===== src/rtl/pdlf_pkg.sv =====
// Shared types and constants for the directive line filter.
package pdlf_pkg;

    localparam logic [7:0] CH_HASH  = 8'h23;
    localparam logic [7:0] CH_SPACE = 8'h20;
    localparam logic [7:0] CH_TAB   = 8'h09;
    localparam logic [7:0] CH_LF    = 8'h0A;
    localparam logic [7:0] CH_CR    = 8'h0D;
    localparam logic [7:0] CH_BSL   = 8'h5C;

    localparam logic [5:0] MAX_DEFERRED = 6'd62;
    localparam logic [6:0] MAX_RESULTS  = 7'd64;

    localparam int QDEPTH = 4;
    localparam int QAW    = $clog2(QDEPTH);

    typedef enum logic [3:0] {
        MODE_START = 4'b0001,
        MODE_HASH  = 4'b0010,
        MODE_DIR   = 4'b0100,
        MODE_OTHER = 4'b1000
    } mode_t;

    // One item's output work: literal bytes first, then newlines up to total.
    typedef struct packed {
        logic [2:0][7:0] lit;
        logic [1:0]      nlit;
        logic [6:0]      total;
        logic            sat;
    } cmd_t;

endpackage


===== src/rtl/pdlf_front.sv =====
// Front end: tracks line state per input item and produces output commands.
module pdlf_front
    import pdlf_pkg::*;
(
    input  logic       clk,
    input  logic       rst_n,
    input  logic       accept,
    input  logic [7:0] in_byte,
    input  logic       is_end,
    output logic       push,
    output cmd_t       push_cmd
);

    typedef struct packed {
        mode_t      mode;
        logic       emit;
        logic [7:0] ch;
        logic       end_dir;
    } pb_res_t;

    function automatic pb_res_t plain_step(mode_t m, logic [7:0] c);
        pb_res_t r;
        logic    blank;
        r.mode    = m;
        r.emit    = 1'b0;
        r.ch      = c;
        r.end_dir = 1'b0;
        blank     = (c == CH_SPACE) || (c == CH_TAB);
        unique case (m)
            MODE_START:
            begin
                if (!blank)
                begin
                    if (c == CH_HASH)
                    begin
                        r.emit = 1'b1;
                        r.mode = MODE_HASH;
                    end
                    else if (c == CH_LF)
                        r.emit = 1'b1;
                    else
                        r.mode = MODE_OTHER;
                end
            end
            MODE_HASH:
            begin
                if (!blank)
                begin
                    if (c == CH_LF)
                    begin
                        r.end_dir = 1'b1;
                        r.mode    = MODE_START;
                    end
                    else
                    begin
                        r.emit = 1'b1;
                        r.mode = MODE_DIR;
                    end
                end
            end
            MODE_DIR:
            begin
                if (c == CH_LF)
                begin
                    r.end_dir = 1'b1;
                    r.mode    = MODE_START;
                end
                else
                    r.emit = 1'b1;
            end
            MODE_OTHER:
            begin
                if (c == CH_LF)
                begin
                    r.emit = 1'b1;
                    r.mode = MODE_START;
                end
            end
            default:
                r.mode = MODE_START;
        endcase
        return r;
    endfunction

    mode_t      mode_reg, mode_next;
    logic       hb_reg, hb_next;
    logic       hcr_reg, hcr_next;
    logic [5:0] cnt_reg, cnt_next;
    logic       sat_reg, sat_next;

    always_comb
    begin
        pb_res_t         r;
        logic [2:0][7:0] lit;
        logic [1:0]      nlit;
        logic [5:0]      nl;
        logic [6:0]      sum;
        logic            done;
        logic            cr;

        mode_next = mode_reg;
        hb_next   = hb_reg;
        hcr_next  = hcr_reg;
        cnt_next  = cnt_reg;
        sat_next  = sat_reg;
        lit       = '0;
        nlit      = 2'd0;
        nl        = 6'd0;
        done      = 1'b0;
        cr        = hcr_reg;
        r         = '0;

        if (is_end)
        begin
            if (hb_reg)
            begin
                r = plain_step(mode_next, CH_BSL);
                mode_next = r.mode;
                if (r.emit)
                begin
                    lit[nlit] = r.ch;
                    nlit = nlit + 2'd1;
                end
                if (cr)
                begin
                    r = plain_step(mode_next, CH_CR);
                    mode_next = r.mode;
                    if (r.emit)
                    begin
                        lit[nlit] = r.ch;
                        nlit = nlit + 2'd1;
                    end
                end
            end
            if (mode_next == MODE_HASH || mode_next == MODE_DIR)
                nl = cnt_reg;
            hb_next   = 1'b0;
            hcr_next  = 1'b0;
            cnt_next  = 6'd0;
            sat_next  = 1'b0;
            mode_next = MODE_START;
        end
        else
        begin
            if (hb_reg)
            begin
                if (in_byte == CH_LF)
                begin
                    hb_next  = 1'b0;
                    hcr_next = 1'b0;
                    done     = 1'b1;
                    if (mode_reg == MODE_HASH || mode_reg == MODE_DIR)
                    begin
                        if (cnt_reg < MAX_DEFERRED)
                            cnt_next = cnt_reg + 6'd1;
                        else
                            sat_next = 1'b1;
                    end
                    else
                    begin
                        lit[0] = CH_LF;
                        nlit   = 2'd1;
                    end
                end
                else if (in_byte == CH_CR && !hcr_reg)
                begin
                    hcr_next = 1'b1;
                    done     = 1'b1;
                end
                else
                begin
                    hb_next  = 1'b0;
                    hcr_next = 1'b0;
                    r = plain_step(mode_next, CH_BSL);
                    mode_next = r.mode;
                    if (r.emit)
                    begin
                        lit[nlit] = r.ch;
                        nlit = nlit + 2'd1;
                    end
                    if (cr)
                    begin
                        r = plain_step(mode_next, CH_CR);
                        mode_next = r.mode;
                        if (r.emit)
                        begin
                            lit[nlit] = r.ch;
                            nlit = nlit + 2'd1;
                        end
                    end
                end
            end
            if (!done)
            begin
                if (in_byte == CH_BSL)
                    hb_next = 1'b1;
                else
                begin
                    r = plain_step(mode_next, in_byte);
                    mode_next = r.mode;
                    if (r.emit)
                    begin
                        lit[nlit] = r.ch;
                        nlit = nlit + 2'd1;
                    end
                    if (r.end_dir)
                    begin
                        nl       = cnt_reg + 6'd1;
                        cnt_next = 6'd0;
                        sat_next = 1'b0;
                    end
                end
            end
        end

        sum = {5'd0, nlit} + {1'b0, nl};
        push_cmd.lit   = lit;
        push_cmd.nlit  = nlit;
        push_cmd.total = (sum > MAX_RESULTS) ? MAX_RESULTS : sum;
        push_cmd.sat   = sat_reg;
        push = accept && (sum != 7'd0);
    end

    always_ff @(posedge clk or negedge rst_n)
    begin
        if (!rst_n)
        begin
            mode_reg <= MODE_START;
            hb_reg   <= 1'b0;
            hcr_reg  <= 1'b0;
            cnt_reg  <= 6'd0;
            sat_reg  <= 1'b0;
        end
        else if (accept)
        begin
            mode_reg <= mode_next;
            hb_reg   <= hb_next;
            hcr_reg  <= hcr_next;
            cnt_reg  <= cnt_next;
            sat_reg  <= sat_next;
        end
    end

endmodule


===== src/rtl/pdlf_queue.sv =====
// Small command queue between front and back end.
module pdlf_queue
    import pdlf_pkg::*;
(
    input  logic clk,
    input  logic rst_n,
    input  logic push,
    input  cmd_t push_cmd,
    input  logic pop,
    output cmd_t head,
    output logic empty,
    output logic full
);

    cmd_t           mem [QDEPTH];
    logic [QAW-1:0] wr_reg;
    logic [QAW-1:0] rd_reg;
    logic [QAW:0]   cnt_reg;

    assign empty = (cnt_reg == '0);
    assign full  = (cnt_reg == (QAW+1)'(QDEPTH));
    assign head  = mem[rd_reg];

    always_ff @(posedge clk)
    begin
        if (push)
            mem[wr_reg] <= push_cmd;
    end

    always_ff @(posedge clk or negedge rst_n)
    begin
        if (!rst_n)
        begin
            wr_reg  <= '0;
            rd_reg  <= '0;
            cnt_reg <= '0;
        end
        else
        begin
            if (push)
                wr_reg <= wr_reg + 1'b1;
            if (pop)
                rd_reg <= rd_reg + 1'b1;
            if (push && !pop)
                cnt_reg <= cnt_reg + 1'b1;
            else if (pop && !push)
                cnt_reg <= cnt_reg - 1'b1;
        end
    end

endmodule


===== src/rtl/pdlf_back.sv =====
// Back end: expands queued commands into output bytes, one per cycle unless out_ready stalls the output.
module pdlf_back
    import pdlf_pkg::*;
(
    input  logic       clk,
    input  logic       rst_n,
    input  cmd_t       head,
    input  logic       empty,
    output logic       pop,
    output logic       out_valid,
    input  logic       out_ready,
    output logic [7:0] out_byte,
    output logic       out_last,
    output logic       out_sat
);

    logic [6:0] pos_reg;
    logic       valid_reg;
    logic [7:0] byte_reg;
    logic       last_reg;
    logic       sat_reg;
    logic       load;
    logic       at_end;
    logic [7:0] cur_byte;

    assign load     = !valid_reg || out_ready;
    assign at_end   = (pos_reg + 7'd1) == head.total;
    assign cur_byte = (pos_reg < {5'd0, head.nlit}) ? head.lit[pos_reg[1:0]] : CH_LF;
    assign pop      = load && !empty && at_end;

    always_ff @(posedge clk or negedge rst_n)
    begin
        if (!rst_n)
        begin
            valid_reg <= 1'b0;
            pos_reg   <= 7'd0;
        end
        else if (load)
        begin
            valid_reg <= !empty;
            if (!empty)
                pos_reg <= at_end ? 7'd0 : pos_reg + 7'd1;
        end
    end

    always_ff @(posedge clk)
    begin
        if (load && !empty)
        begin
            byte_reg <= cur_byte;
            last_reg <= at_end;
            sat_reg  <= head.sat;
        end
    end

    assign out_valid = valid_reg;
    assign out_byte  = byte_reg;
    assign out_last  = last_reg;
    assign out_sat   = sat_reg;

endmodule


===== src/rtl/preprocessor_directive_line_filter_top.sv =====
// Directive line filter top level: stream in, filtered stream out.
// Takes one source byte per cycle while the command queue is not full and keeps
// preprocessor directive lines, replacing every other line by a newline. An
// input item may yield several output bytes (a directive's closing newline
// plus its deferred newlines, up to 64 bytes), which the output side sends
// one by one while later items are still taken in; the 4-entry command queue
// between the line tracker and the byte expander stalls input only once it
// fills. tlast marks the final output byte caused by one input item.
module preprocessor_directive_line_filter_top
    import pdlf_pkg::*;
(
    input  logic       clk,
    input  logic       rst_n,
    input  logic       s_axis_tvalid,
    output logic       s_axis_tready,
    input  logic [7:0] s_axis_tdata,   // in_byte
    input  logic       s_axis_tuser,   // is_end
    output logic       m_axis_tvalid,
    input  logic       m_axis_tready,
    output logic [7:0] m_axis_tdata,   // out_byte
    output logic       m_axis_tlast,
    output logic       m_axis_tuser    // saturated
);

    logic accept;
    logic push;
    cmd_t push_cmd;
    cmd_t head;
    logic empty;
    logic full;
    logic pop;

    assign s_axis_tready = !full;
    assign accept        = s_axis_tvalid && s_axis_tready;

    pdlf_front u_front
    (
        .clk      (clk),
        .rst_n    (rst_n),
        .accept   (accept),
        .in_byte  (s_axis_tdata),
        .is_end   (s_axis_tuser),
        .push     (push),
        .push_cmd (push_cmd)
    );

    pdlf_queue u_queue
    (
        .clk      (clk),
        .rst_n    (rst_n),
        .push     (push),
        .push_cmd (push_cmd),
        .pop      (pop),
        .head     (head),
        .empty    (empty),
        .full     (full)
    );

    pdlf_back u_back
    (
        .clk       (clk),
        .rst_n     (rst_n),
        .head      (head),
        .empty     (empty),
        .pop       (pop),
        .out_valid (m_axis_tvalid),
        .out_ready (m_axis_tready),
        .out_byte  (m_axis_tdata),
        .out_last  (m_axis_tlast),
        .out_sat   (m_axis_tuser)
    );

endmodule

===== config.mk =====
export PLATFORM = sky130hd
export DESIGN_NAME = preprocessor_directive_line_filter_top
export DESIGN_NICKNAME = d
export VERILOG_FILES = /design/src/rtl/pdlf_pkg.sv /design/src/rtl/pdlf_front.sv /design/src/rtl/pdlf_queue.sv /design/src/rtl/pdlf_back.sv /design/src/rtl/preprocessor_directive_line_filter_top.sv
export SDC_FILE = /design/constraint.sdc
export NUM_CORES = 1
export LEC_CHECK = 0
export BUFFER_PORTS_ARGS = -buffer_cell sky130_fd_sc_hd__buf_2
export CORE_MARGIN = 2
export CORE_UTILIZATION = 55
export DETAILED_ROUTE_END_ITERATION = 8
export PLACE_DENSITY = 0.72
export SETUP_SLACK_MARGIN = 0.3
export SYNTH_ARGS = -nofsm -noshare
export SYNTH_HDL_FRONTEND = slang
export SYNTH_HIERARCHICAL = 1
export SYNTH_SLANG_ARGS = --single-unit

===== constraint.sdc =====
create_clock -name clk -period 15.2 [get_ports clk]
set_clock_uncertainty 0.2 [all_clocks]
set_input_delay 0.76 -clock clk [delete_from_list [all_inputs] [get_ports clk]]
set_output_delay 0.76 -clock clk [all_outputs]
set_load 0.05 [all_outputs]

### After elaboration in Yosys (flattened, before gate mapping)

Memories as Yosys holds them, arrays and structs flattened.
Index checks and enable logic that the tools add are counted.
Widths: inputs -> output; s select.

* add/subtract/negate cells: 10
* order comparisons: 10
* equal/unequal tests: 26
* multiplexer cells: 148
* bitwise gates (word level): 7
* reductions and logical operators: 32

Operator list (count)
* $mux 24: 12
* $mux 8: 11
* $mux 4: 20
* $mux 6: 13
* $mux 1: 50
* $demux 8 s2: 3
* $mux 2: 19
* $pmux 4 s3: 3
* $and 5x15->15: 2
* $not 15->15: 2
* $mux 7: 4
* $bwmux 24: 1
* $eq 8x4->1 const B: 3
* $eq 4x2->1 const B: 5
* $eq 4x3->1 const B: 5
* $mux 5: 4
* $or 3x9->9: 2
* $bmux 8 s2: 1
* $eq 4x1->1 const B: 4
* $eq 4x4->1 const B: 4
* $eq 8x6->1 const B: 2
* $mux 16: 1
* $pmux 4 s4: 1
* $lt 2x3->1 const B: 4
* 25 further kinds: 57

* flip-flop bits (word level): 38
* RAM bits: 136
* input bits: 13
* output and inout port bits: 12
* word-level logic and storage cells: 247
* memories: 1

Memory list
* u_queue.mem: words 4, bits a word 34, read ports 1, clocked after memory_dff 0, write ports 1, line pdlf_queue.sv:15 `cmd_t mem [QDEPTH];`

### Longest topological paths before layout

* word-level depth: 33
* gate-level depth with buffers: 23
* gate-level depth less buffers: 23

### Hierarchy

The synthesis kept the hierarchy.

By module, submodules not included
* pdlf_queue: times used 1, cells an instance 212, area an instance 5353.9 um^2, sequential area each 4259.1 um^2
* pdlf_front: times used 1, cells an instance 321, area an instance 2275.9 um^2, sequential area each 326.6 um^2
* pdlf_back: times used 1, cells an instance 112, area an instance 1103.6 um^2, sequential area each 500.5 um^2
* preprocessor_directive_line_filter_top: times used 1, cells an instance 2, area an instance 10.0 um^2, sequential area each 0.0 um^2

### Worst setup path after synthesis

OpenSTA, ideal clock, no wires.

* path type: input -> register
* from: input port s_axis_tdata[0]
* to: memory u_queue/mem[1][0] (netlist bit), enable pin
* library setup time: 0.394 ns
* arrival time: 5.311 ns
* data required time: 14.606 ns
* path slack: 9.295 ns
* stages on the path: 15
* buffers on the path: 2
* cells stage by stage: or4b_4 -> or4_1 -> clkbuf_1 -> and2_0 -> clkbuf_1 -> a31oi_2 -> xnor2_1 -> o21ai_1 -> ha_1 -> inv_1 -> fa_1 -> or3_4 -> nand2b_4 -> a41oi_1 -> and2_1

RTL lines
* from (decl): line preprocessor_directive_line_filter_top.sv:16 `input logic [7:0] s_axis_tdata,`
* to (decl): line pdlf_queue.sv:15

==> results.md <==
- Buffers inserted to repair hold after CTS numbered 0.
- The sequential area share after synthesis is 58.17%.
- The number of synthesized register bits is 174.
- The number of antenna diodes is 0.
- After floorplanning, the core was divided into 46 placement rows.
- The clock drives 174 sinks.
- The number of maximum-capacitance constraint violations is 0.
- The routed layout has 5477 vias.
- The global router's overall resource usage is 23.19%.
- The summed instance area of the synthesized netlist is 0.008743 sq mm.
- The final net count is 693.
- The final clock period utilization by the worst path is 41.18%.
- In this run, post-CTS repair resized a total of 0 instances.
- Power spread over the standard cell area amounts to 145.1 mW/mm^2.
- The cell count after synthesis came out at 647.
- The largest area contributor in the netlist is sky130_fd_sc_hd__edfxtp_1.
- Counting I/O delays and the setup requirement, the final critical path takes 6.260 ns.
- The most common cell in the netlist is sky130_fd_sc_hd__edfxtp_1.
- The average instance in the mapped netlist occupies 13.51 sq um.
- TritonCTS built the clock tree.
- In this run, CTS created clock tree buffers numbering 17.
- The number of warning messages in the yosys log is 6.
- The worst hold slack is 0.1700 ns.
- CTS placed an instance of sky130_fd_sc_hd__clkbuf_16 at the clock tree root.
- The final global-route overflow total is 0.
- The global-route wire length before repair is 29340 um.
- In this run the static leakage power is 3.550 nW.
- The final setup violation count is 0.
- The number of synthesized flops with an enable pin is 146.
- The H-tree generated during clock tree synthesis spans 4 levels.
- Setup repair after global routing left no endpoint under its margin.
- The flow ran to the end, and the final reports show no timing, DRC or antenna violations.
- Based on the critical path, the design can be clocked at up to 159.8 MHz.
- The number of distinct library cells after synthesis is 78.
- The max-slew violation count is 0.
- For the pin with the worst max-slew slack, the measured transition is 1.238 ns.
- The half-perimeter wire length of the detailed placement result is 12060 um.
- The number of fill cells is 1174.
- The per-cell via count in the routed design is 6.147.
- The type of the worst min-delay path is in2async.
- The count of pins on the block boundary is 25.
- Compared with the post-synthesis result, the final layout area differs by 9.416%.
- The initial antenna violation count is 0.
- Among all flip-flop cells after synthesis, the most frequent one is sky130_fd_sc_hd__edfxtp_1.
- The setup path with the least slack is of type reg2reg.
- The floorplan step set the die width to 130.1 um.
- The average detailed-routed wire length per instance is 20.83 um.
- In this run, the number of DRC markers left after iteration 0 of detailed routing was 596.
- The flip-flop count of the largest register after layout is 136.
- The final weighted congestion in routability-driven placement is 0.9130.
- The normalized max-slew margin is 17.26%.
- The post-route setup TNS is 0 ns.
- After detailed routing, the total wire length is 18560 um.
- The detailed-route DRC error count is 0.
- In this run the post-CTS setup repair buffer count came out at 0.
- The share of synthesized registers carrying an async set or reset is 16.09%.
- For this configuration, the core starts out at a cell density of 55.65%.
- The worst-path maximum fanout is 11.
- The height of the die is 130.1 um.
- In this run the biggest area consumer among cell types represents 50.14% of the synthesized area.
- In the post-synthesis netlist, the biggest area contributors are sky130_fd_sc_hd__edfxtp_1 50%, sky130_fd_sc_hd__dfrtp_1 7.7%, sky130_fd_sc_hd__mux4_2 7.2%, sky130_fd_sc_hd__ha_1 2.3%, sky130_fd_sc_hd__nor2_1 2.0%.
- IR analysis of the VDD net gives a maximum drop of 0.1349 mV.
- The capturing element type of the critical path is a flop.
- The first detailed-routing pass ran for 5 iterations.
- The number of global-route vias before repair is 5400.
- The number of nets handed over by synthesis was 678.
- The post-detailed-route count of antenna-violating nets is 0.
- The die covers 0.01692 sq mm.
- The critical path startpoint category is a flop.
- Data arrives at the worst endpoint at 6.37 ns.
- The core area is 0.01571 sq mm.
- Counting instances in the post-synthesis netlist gives the leading cell types as 146 x sky130_fd_sc_hd__edfxtp_1, 46 x sky130_fd_sc_hd__nor2_1, 29 x sky130_fd_sc_hd__nand2_1, 28 x sky130_fd_sc_hd__mux4_2, 27 x sky130_fd_sc_hd__dfrtp_1.
- The critical path data required time is 15.31 ns.
- The longest clock path from root to sink contains 2 buffers.
- The total of buffers placed on input and output ports is 24.
- Of the cells placed in the final design, the portion with a size suffix greater than 1 is 16.89%.
- The clock latency reported for the late side of the worst-skew pair is 0.43 ns.
- The clock-pin slew reported for the worst setup and hold paths after clock tree synthesis is 0.07 ns.
- The largest net degree at the start of global routing is 37.
- The final number of hold-violating endpoints is 0.
- Once layout is complete, the utilization of the core stands at 60.89%.
- Overall power consumption after layout is estimated at 1.388 mW.
-- per-layer routing --
layer	wire length, um	global-route usage (%)
met3	906	5.084
met2	9086	37.60
met5	0	0
met1	8140	31.01
met4	428	8.792
-- cell usage in the layout, fill, tap and decap left out, types with 17 or more instances in the layout --
| cell | count |
|---|---|
| sky130_fd_sc_hd__nand2_1 | 29 |
| sky130_fd_sc_hd__a21oi_1 | 23 |
| sky130_fd_sc_hd__nor2_1 | 46 |
| sky130_fd_sc_hd__o21ai_0 | 24 |
| sky130_fd_sc_hd__mux4_2 | 28 |
| sky130_fd_sc_hd__edfxtp_1 | 146 |
| sky130_fd_sc_hd__and2_1 | 21 |
| sky130_fd_sc_hd__nand3_1 | 21 |
| sky130_fd_sc_hd__inv_1 | 26 |
| sky130_fd_sc_hd__dfrtp_1 | 26 |
| sky130_fd_sc_hd__clkbuf_16 | 17 |
| sky130_fd_sc_hd__buf_2 | 24 |
-- stage by stage --
| stage | std cells | worst slack, ns | cell area, sq um |
|---|---|---|---|
| finish | 891 | 8.940 | 9567 |
| detailed placement | 859 | 8.730 | 8959 |
| floorplan | 647 | 9.295 | 8743 |
| global placement | 859 | 8.908 | 8959 |
| CTS | 891 | 8.998 | 9567 |
| global route | 891 | 8.374 | 9567 |
-- power breakdown --
group          total (mW)  switching [mW]  leakage (nW)  internal (mW)
Sequential          0.590          0.0416          1.80          0.549
Clock               0.447           0.186         0.296          0.262
Combinational       0.350           0.214          1.46          0.136
-- final cells by class --
cell class / count / area, sq um / share of cell area [%]
multi-input cells: 409 / 3316 / 34.66
repair buffers: 32 / 180.2 / 1.883
inverters: 28 / 105.1 / 1.099
clock inverters: 14 / 178.9 / 1.870
flip-flops and latches: 174 / 5087 / 53.18
clock buffers: 18 / 429.2 / 4.486
well taps: 216 / 270.3 / 2.825
-- kinds of logic (layout without fill, tap and decap cells) --
group                    after synthesis  after routing  synth area share, %
buffers and inverters                 64             92                3.950
flip-flops                           174            174                58.17
multiplexers                          44             44                10.19
adder cells (fa/ha/maj)               18             18                2.748
XOR/XNOR                              31             31                3.105
AND/OR/NAND/NOR                      192            192                12.08
AO/OA/AOI/OAI                        124            124                9.760
-- critical path: stages (launching register included) --
cell	delay, ns
sky130_fd_sc_hd__dfrtp_1	0.59
sky130_fd_sc_hd__and4bb_2	0.32
sky130_fd_sc_hd__o211ai_1	0.65
sky130_fd_sc_hd__nand2_1	0.38
sky130_fd_sc_hd__a211oi_1	0.43
sky130_fd_sc_hd__a31oi_2	0.12
sky130_fd_sc_hd__xnor2_1	0.18
sky130_fd_sc_hd__o21ai_1	0.29
sky130_fd_sc_hd__ha_1	0.25
sky130_fd_sc_hd__inv_1	0.06
sky130_fd_sc_hd__fa_1	0.44
sky130_fd_sc_hd__or3_4	0.43
sky130_fd_sc_hd__nand2b_4	0.17
sky130_fd_sc_hd__a41oi_1	0.51
sky130_fd_sc_hd__ha_1	0.29
sky130_fd_sc_hd__inv_1	0.06
sky130_fd_sc_hd__fa_1	0.47
sky130_fd_sc_hd__mux2_2	0.30
-- worst paths after layout --
check / startpoint / end / cells after the start / slack [ns]
setup / recovery: u_front/hcr_reg$_DFFE_PN0P_ / u_queue/cnt_reg[1]$_DFFE_PN0P_ / 17 / 8.94
hold / removal: rst_n / u_front/hcr_reg$_DFFE_PN0P_ / 1 / 0.17
setup reg to reg: u_front/hcr_reg$_DFFE_PN0P_ / u_queue/cnt_reg[1]$_DFFE_PN0P_ / 17 / 8.94
hold reg to reg: u_queue/cnt_reg[2]$_DFFE_PN0P_ / u_queue/cnt_reg[2]$_DFFE_PN0P_ / 1 / 0.29
max in group asynchronous: rst_n / u_queue/rd_reg[0]$_DFFE_PN0P_ / 1 / 14.14
min in group clk: u_queue/cnt_reg[2]$_DFFE_PN0P_ / u_queue/cnt_reg[2]$_DFFE_PN0P_ / 1 / 0.29
(Power assumes the default switching activity.)
